**src/rtl/sawg_pkg.sv**
```systemverilog
// Shared types, constants and the arctangent table of the arc waypoint generator.
package sawg_pkg;

	localparam int ANGLE_BITS   = 16;
	localparam int COORD_BITS   = 32;
	localparam int SPEED_BITS   = 32;
	localparam int RADIUS_BITS  = COORD_BITS - 1;
	localparam int COUNT_BITS   = 5;
	localparam int CORDIC_STEPS = 30;
	localparam int CORDIC_W     = 64;
	localparam int CORDIC_ZW    = 34;
	localparam int CORDIC_PRE   = 58 - COORD_BITS;
	localparam int DIFF_BITS    = COORD_BITS + 1;
	localparam int DIV_W        = 41;
	localparam int DIV_DEN_W    = COUNT_BITS + 2;

	localparam logic [31:0] CORDIC_GAIN = 32'h26DD_3B6A;
	localparam logic [ANGLE_BITS-1:0] QUARTER_TURN = ANGLE_BITS'(1) << (ANGLE_BITS - 2);
	localparam logic [ANGLE_BITS-1:0] THREE_QUARTER_TURN = ANGLE_BITS'(3 * QUARTER_TURN);
	localparam logic [ANGLE_BITS:0] ANGLE_NUM_STEP = (ANGLE_BITS + 1)'(1) << ANGLE_BITS;

	typedef enum logic [3:0] {
		ST_IDLE,
		ST_BASE,
		ST_BASE_W,
		ST_NEXT,
		ST_DIVA,
		ST_DIVA_W,
		ST_ROT,
		ST_ROT_W,
		ST_MULX,
		ST_ADDX,
		ST_MULY,
		ST_ADDY,
		ST_WHEEL,
		ST_WHEEL_W,
		ST_EMIT,
		ST_GOAL
	} state_t;

	typedef struct packed {
		logic start;
		logic vec;
	} cordic_cmd_t;

	function automatic logic [31:0] atan_entry(input logic [4:0] idx);
		logic [31:0] v;
		case (idx)
			5'd0:  v = 32'h2000_0000;
			5'd1:  v = 32'h12E4_051E;
			5'd2:  v = 32'h09FB_385B;
			5'd3:  v = 32'h0511_11D4;
			5'd4:  v = 32'h028B_0D43;
			5'd5:  v = 32'h0145_D7E1;
			5'd6:  v = 32'h00A2_F61E;
			5'd7:  v = 32'h0051_7C55;
			5'd8:  v = 32'h0028_BE53;
			5'd9:  v = 32'h0014_5F2F;
			5'd10: v = 32'h000A_2F98;
			5'd11: v = 32'h0005_17CC;
			5'd12: v = 32'h0002_8BE6;
			5'd13: v = 32'h0001_45F3;
			5'd14: v = 32'h0000_A2FA;
			5'd15: v = 32'h0000_517D;
			5'd16: v = 32'h0000_28BE;
			5'd17: v = 32'h0000_145F;
			5'd18: v = 32'h0000_0A30;
			5'd19: v = 32'h0000_0518;
			5'd20: v = 32'h0000_028C;
			5'd21: v = 32'h0000_0146;
			5'd22: v = 32'h0000_00A3;
			5'd23: v = 32'h0000_0051;
			5'd24: v = 32'h0000_0029;
			5'd25: v = 32'h0000_0014;
			5'd26: v = 32'h0000_000A;
			5'd27: v = 32'h0000_0005;
			5'd28: v = 32'h0000_0003;
			5'd29: v = 32'h0000_0001;
			default: v = 32'h0000_0000;
		endcase
		return v;
	endfunction

endpackage

```
**src/rtl/sawg_div.sv**
```systemverilog
// Bit-serial floor divider of a signed numerator by a small positive divisor.
module sawg_div (
	input  logic                                  clk,
	input  logic                                  arst_n,
	input  logic                                  start,
	input  logic signed [sawg_pkg::DIV_W-1:0]     num,
	input  logic        [sawg_pkg::DIV_DEN_W-1:0] den,
	output logic                                  busy,
	output logic signed [sawg_pkg::DIV_W-1:0]     quo
);

	localparam int MW = sawg_pkg::DIV_W - 1;
	localparam int DW = sawg_pkg::DIV_DEN_W;
	localparam int CW = $clog2(MW);

	logic          busy_q;
	logic [CW-1:0] cnt_q;
	logic [MW-1:0] mag_q;
	logic [DW-1:0] rem_q;
	logic [DW-1:0] den_q;
	logic          neg_q;
	logic [DW:0]   trial;
	logic [DW:0]   diff;
	logic          take;
	logic [sawg_pkg::DIV_W-1:0] abs_num;
	logic [sawg_pkg::DIV_W-1:0] qext;

	always_comb begin
		trial   = {rem_q, mag_q[MW-1]};
		diff    = trial - {1'b0, den_q};
		take    = (trial >= {1'b0, den_q});
		abs_num = num[sawg_pkg::DIV_W-1] ? -num : num;
		qext    = {1'b0, mag_q} + {{(sawg_pkg::DIV_W-1){1'b0}}, (rem_q != '0)};
		quo     = neg_q ? $signed(-qext) : $signed({1'b0, mag_q});
	end

	always_ff @(posedge clk or negedge arst_n) begin
		if (!arst_n) begin
			busy_q <= 1'b0;
			cnt_q  <= '0;
		end else if (start) begin
			busy_q <= 1'b1;
			cnt_q  <= '0;
		end else if (busy_q) begin
			cnt_q <= cnt_q + 1'b1;
			if (cnt_q == CW'(MW - 1)) begin
				busy_q <= 1'b0;
			end
		end
	end

	always_ff @(posedge clk) begin
		if (start) begin
			mag_q <= abs_num[MW-1:0];
			rem_q <= '0;
			den_q <= den;
			neg_q <= num[sawg_pkg::DIV_W-1];
		end else if (busy_q) begin
			mag_q <= {mag_q[MW-2:0], take};
			rem_q <= take ? diff[DW-1:0] : trial[DW-1:0];
		end
	end

	assign busy = busy_q;

endmodule

```
**config.mk**
```make
export PLATFORM = sky130hd
export DESIGN_NAME = sawg_div
export DESIGN_NICKNAME = d
export VERILOG_FILES = /design/src/rtl/sawg_pkg.sv /design/src/rtl/sawg_div.sv
export SDC_FILE = /design/constraint.sdc
export NUM_CORES = 1
export LEC_CHECK = 0
export BUFFER_PORTS_ARGS = -buffer_cell sky130_fd_sc_hd__buf_2
export CELL_PAD_IN_SITES_DETAIL_PLACEMENT = 1
export CELL_PAD_IN_SITES_GLOBAL_PLACEMENT = 1
export CORE_ASPECT_RATIO = 1.2
export CORE_MARGIN = 5
export CORE_UTILIZATION = 39
export DETAILED_ROUTE_END_ITERATION = 10
export PLACE_DENSITY = 0.74
export SLEW_MARGIN = 20
export SYNTH_ARGS = -nofsm -noshare
export SYNTH_HDL_FRONTEND = slang
export SYNTH_SLANG_ARGS = --single-unit
```
**constraint.sdc**
```tcl
create_clock -name clk -period 3.5 [get_ports clk]
set_input_delay 0 -clock clk [delete_from_list [all_inputs] [get_ports clk]]
set_output_delay 0 -clock clk [all_outputs]
set_load 0.02 [all_outputs]
```
==> impl_summary.md <==
Outcome
The final reports fail on negative setup slack. The flow ran to the end, but the final reports show violations.

Clock network
The number of sinks on the clock net is 62. The clock root buffer is clkbuf_16. TritonCTS built the clock tree. The later-pin clock latency in the skew report is 0.34 ns.

The clock slew at the register clock pins of the worst setup and hold paths is 0.06 ns. The number of H-tree levels is 3. The buffer levels on the longest clock path is 2. The number of buffers inserted during clock tree synthesis is 9.

STA
The transition time at the pin with the least slew margin is 1.02 ns. The post-route fraction of the period consumed by the critical path is 121%. Setup repair after global routing could not meet its margin everywhere.

The count of endpoints failing hold in the final timing report came to 0. The number of pins with negative max-slew slack in the final report is 0. The highest attainable clock frequency is 0.236 GHz. The hold slack is 0.00865 ns.

Across the routed clock network, the largest skew measured is 0.00622 ns. Across all setup checks in the final design, the least slack found is -0.731 ns. The final period demand of the worst path is 4.23 ns. The normalized max-slew margin is 32.0%. Setup violations remaining at the end of the flow were counted as 22. The final total negative setup slack is -6.62 ns.

Synth
A synthesized cell averages 8.01 um^2. Among all flip-flop cells after synthesis, the most frequent one is edfxtp_1. The total of flip-flops plus latches after synthesis is 62. After synthesis, the cell types taking the most area are edfxtp_1, ha_1, xor2_1, a21oi_1, nor2_1.

The share of async-settable or async-resettable flops after synthesis is 11.3%. In this run the cell area of the synthesized design comes to 6270 um^2. The number of nets handed over by synthesis was 886. The post-synthesis sequential area ratio is 28.0%.

The number of different library cells used by synthesis comes to 67. During synthesis, Yosys emitted a total of 0 warnings. The number of flops mapped to enable cells by yosys is 48. The top cell type by area accounts for 23.0% of the synthesized area.

The cell count after synthesis is 783. Of all cell types, the one taking the most synthesized area is edfxtp_1.

GRT
The first global-routing pass estimated 33300 um of wire. The via count of the first global-routing pass is 6808. The global-route total usage across every layer is 21.7%.

The number of antenna violations at the first check in global routing is 4. The pin count of the biggest net entering global routing is 103. The total overflow left after global routing is 0.

Floorplanning
The number of placement rows is 50. Pin placement for this block handled 93 I/O pins. The die outline width is 126 um. The core footprint is 15700 um^2. The overall die area is 18700 um^2. The starting utilization of the core area is 39.9%. The die is 149 um tall.

Pwr
The worst IR drop on VDD is 0.305 mV. Dividing total power by cell area gives a power density of 605 nW/um^2. The leakage power summed over all cells is 3.59 nW.

Placed design
At the end of routability-driven placement, the weighted congestion stood at 0.944. The wire-length estimate of the detail-placed layout is 15300 um. The setup slack at placement is -0.531 ns.

The count of buffers from port buffering is 92. After detailed placement, the design holds a cell count of 1068.

Layout
Cells fill 50.9% of the core in the end. Excluding fillers, the count of instances in the completed layout stands at 1105. The total number of nets in the final design is 993. Relative to the synthesized area, the layout overhead comes to 27.5%.

The layout cell share with drive strength beyond 1 is 22.3%.

Flow run
Max-cap violations in this run came to 0.

Worst setup path
Along the worst path, the maximum fanout reaches 3. The stage delay of the slowest cell on the critical path is 0.60 ns. The worst setup path is of the reg -> out kind. The kind of end point of the critical path is a primary output. The signal on the critical path passes through or4_4 > nor4_4 > ha_2 > ha_4 > inv_2 > ha_4 > o21bai_4 > a31oi_4 > o311ai_4 > buf_6 > a21boi_4 > or4_4 > a2111o_1 > and4_4 > o31ai_4 > buf_6. The startpoint class of the critical path is a flip-flop. The cell with the biggest individual delay on the critical path is or4_4. The data arrival time of the worst path is 4.23 ns. Data on the critical path is required at its endpoint by 3.50 ns.

Min path
The worst hold path belongs to the class in -> async.

Route
The routed length per instance is 18.5 um. The average via count per standard cell is 5.71. The final route contains 6308 vias. The number of iterations in the first detailed-routing pass is 7. For this run, design rule violations remaining after detail routing come to 0.

The final layout contains routed wiring with a total length of 20400 um. Once detail routing completed, the nets flagged for antenna violations numbered 0. The DRC marker count from the first detailed-route iteration is 228.
## worst max-delay path: cells and delay by family (launching register included)
family	cells	cell delay, ns
compound gates	6	1.25
fa+ha+maj	3	0.51
buf+inv	3	0.34
flops	1	0.33
simple gates	4	1.44
## cells in the final DEF (no fill, tap or decap), types with 10 or more instances in the layout
cell and instances:
a21o_1 22, a21oi_1 86, buf_2 69, buf_4 40, buf_6 16, edfxtp_1 48
ha_1 48, inv_1 67, mux2i_1 16, nand2_1 64, nand3_1 10, nand4_1 18
nor2_1 74, o21ai_0 42, o31ai_1 11, xnor2_1 23, xor2_1 49
## through the flow
stage / power (mW) / cell area [um^2]
global route: 5.17 / 7990
floorplan: 2.72 / 6340
finish: 4.84 / 8000
detailed placement: 3.47 / 7090
CTS: 4.72 / 7850
global placement: 3.38 / 7090
## what timing repair did
item                                    4_1_cts  5_1_grt
endpoints found under the setup margin       28       30
endpoints found under the hold margin        14        0
gates resized for setup                      78       21
setup buffers                                 5        7
pin swaps                                    24       19
hold buffers                                  8        0
## where the power goes
part	switching [mW]	total, mW	internal (mW)	leakage [nW]
Sequential	0.100	1.03	0.927	0.634
Clock	0.380	0.942	0.561	0.148
Combinational	1.61	2.87	1.26	2.81
## registers in the layout (all words and copies together) (netlist names)
| name | count |
|---|---|
| rem_q | 7 |
| busy | 1 |
| den_q | 7 |
| neg_q | 1 |
| cnt_q | 6 |
| mag_q | 40 |
## area by class of cell
class	instances	area [um^2]
Antenna cell	2	5.00
Fill cell	1883	7710
Inverter	69	259
Sequential cell	62	1760
Clock inverter	7	80.1
Tap cell	208	260
Clock buffer	9	225
Multi-Input combinational cell	614	4480
Timing Repair Buffer	134	926
## Yosys cell counts, types with 8 or more instances
cell type / n
nand2_1: 64
or4_1: 8
o21ai_0: 52
nand4_1: 18
xnor2_1: 24
a21o_1: 22
ha_1: 51
o31ai_1: 14
a21oi_1: 87
edfxtp_1: 48
nand2b_1: 8
clkbuf_1: 33
xor2_1: 50
nor2_1: 76
nand3_1: 10
mux2i_1: 16
inv_1: 68
nor3_1: 9
a211oi_1: 10
## kinds of logic after synthesis
group,synth area share [%]
flops,28.0
xor+xnor,10.3
mux,2.91
simple gates,17.2
buf+inv,6.40
compound gates,24.7
fa+ha+maj,10.5
## layer usage
layer | vias to the layer above | global-route usage [%] | part of all wire, %
met3 | 42 | 4.91 | 4.3
met4 | 4 | 7.30 | 2.3
li1 | 3056 | - | -
met2 | 128 | 41.3 | 53
met1 | 3078 | 23.7 | 40
met5 | - | 0 | 0.14
## path summary, 6_finish.rpt
path                       startpoint        to  slack [ns]  cells past startpoint
setup / recovery             rem_q[3]   quo[39]       -0.73                     16
hold / removal                 arst_n  cnt_q[1]       0.009                      2
setup reg to reg             rem_q[1]  rem_q[3]        0.66                     10
hold reg to reg              rem_q[6]  rem_q[6]        0.55                      2
max in group asynchronous      arst_n  cnt_q[5]        3.34                      2
min in group clk               num[0]  mag_q[0]        0.05                      3
Note: power is estimated with default switching activity, not from simulation.
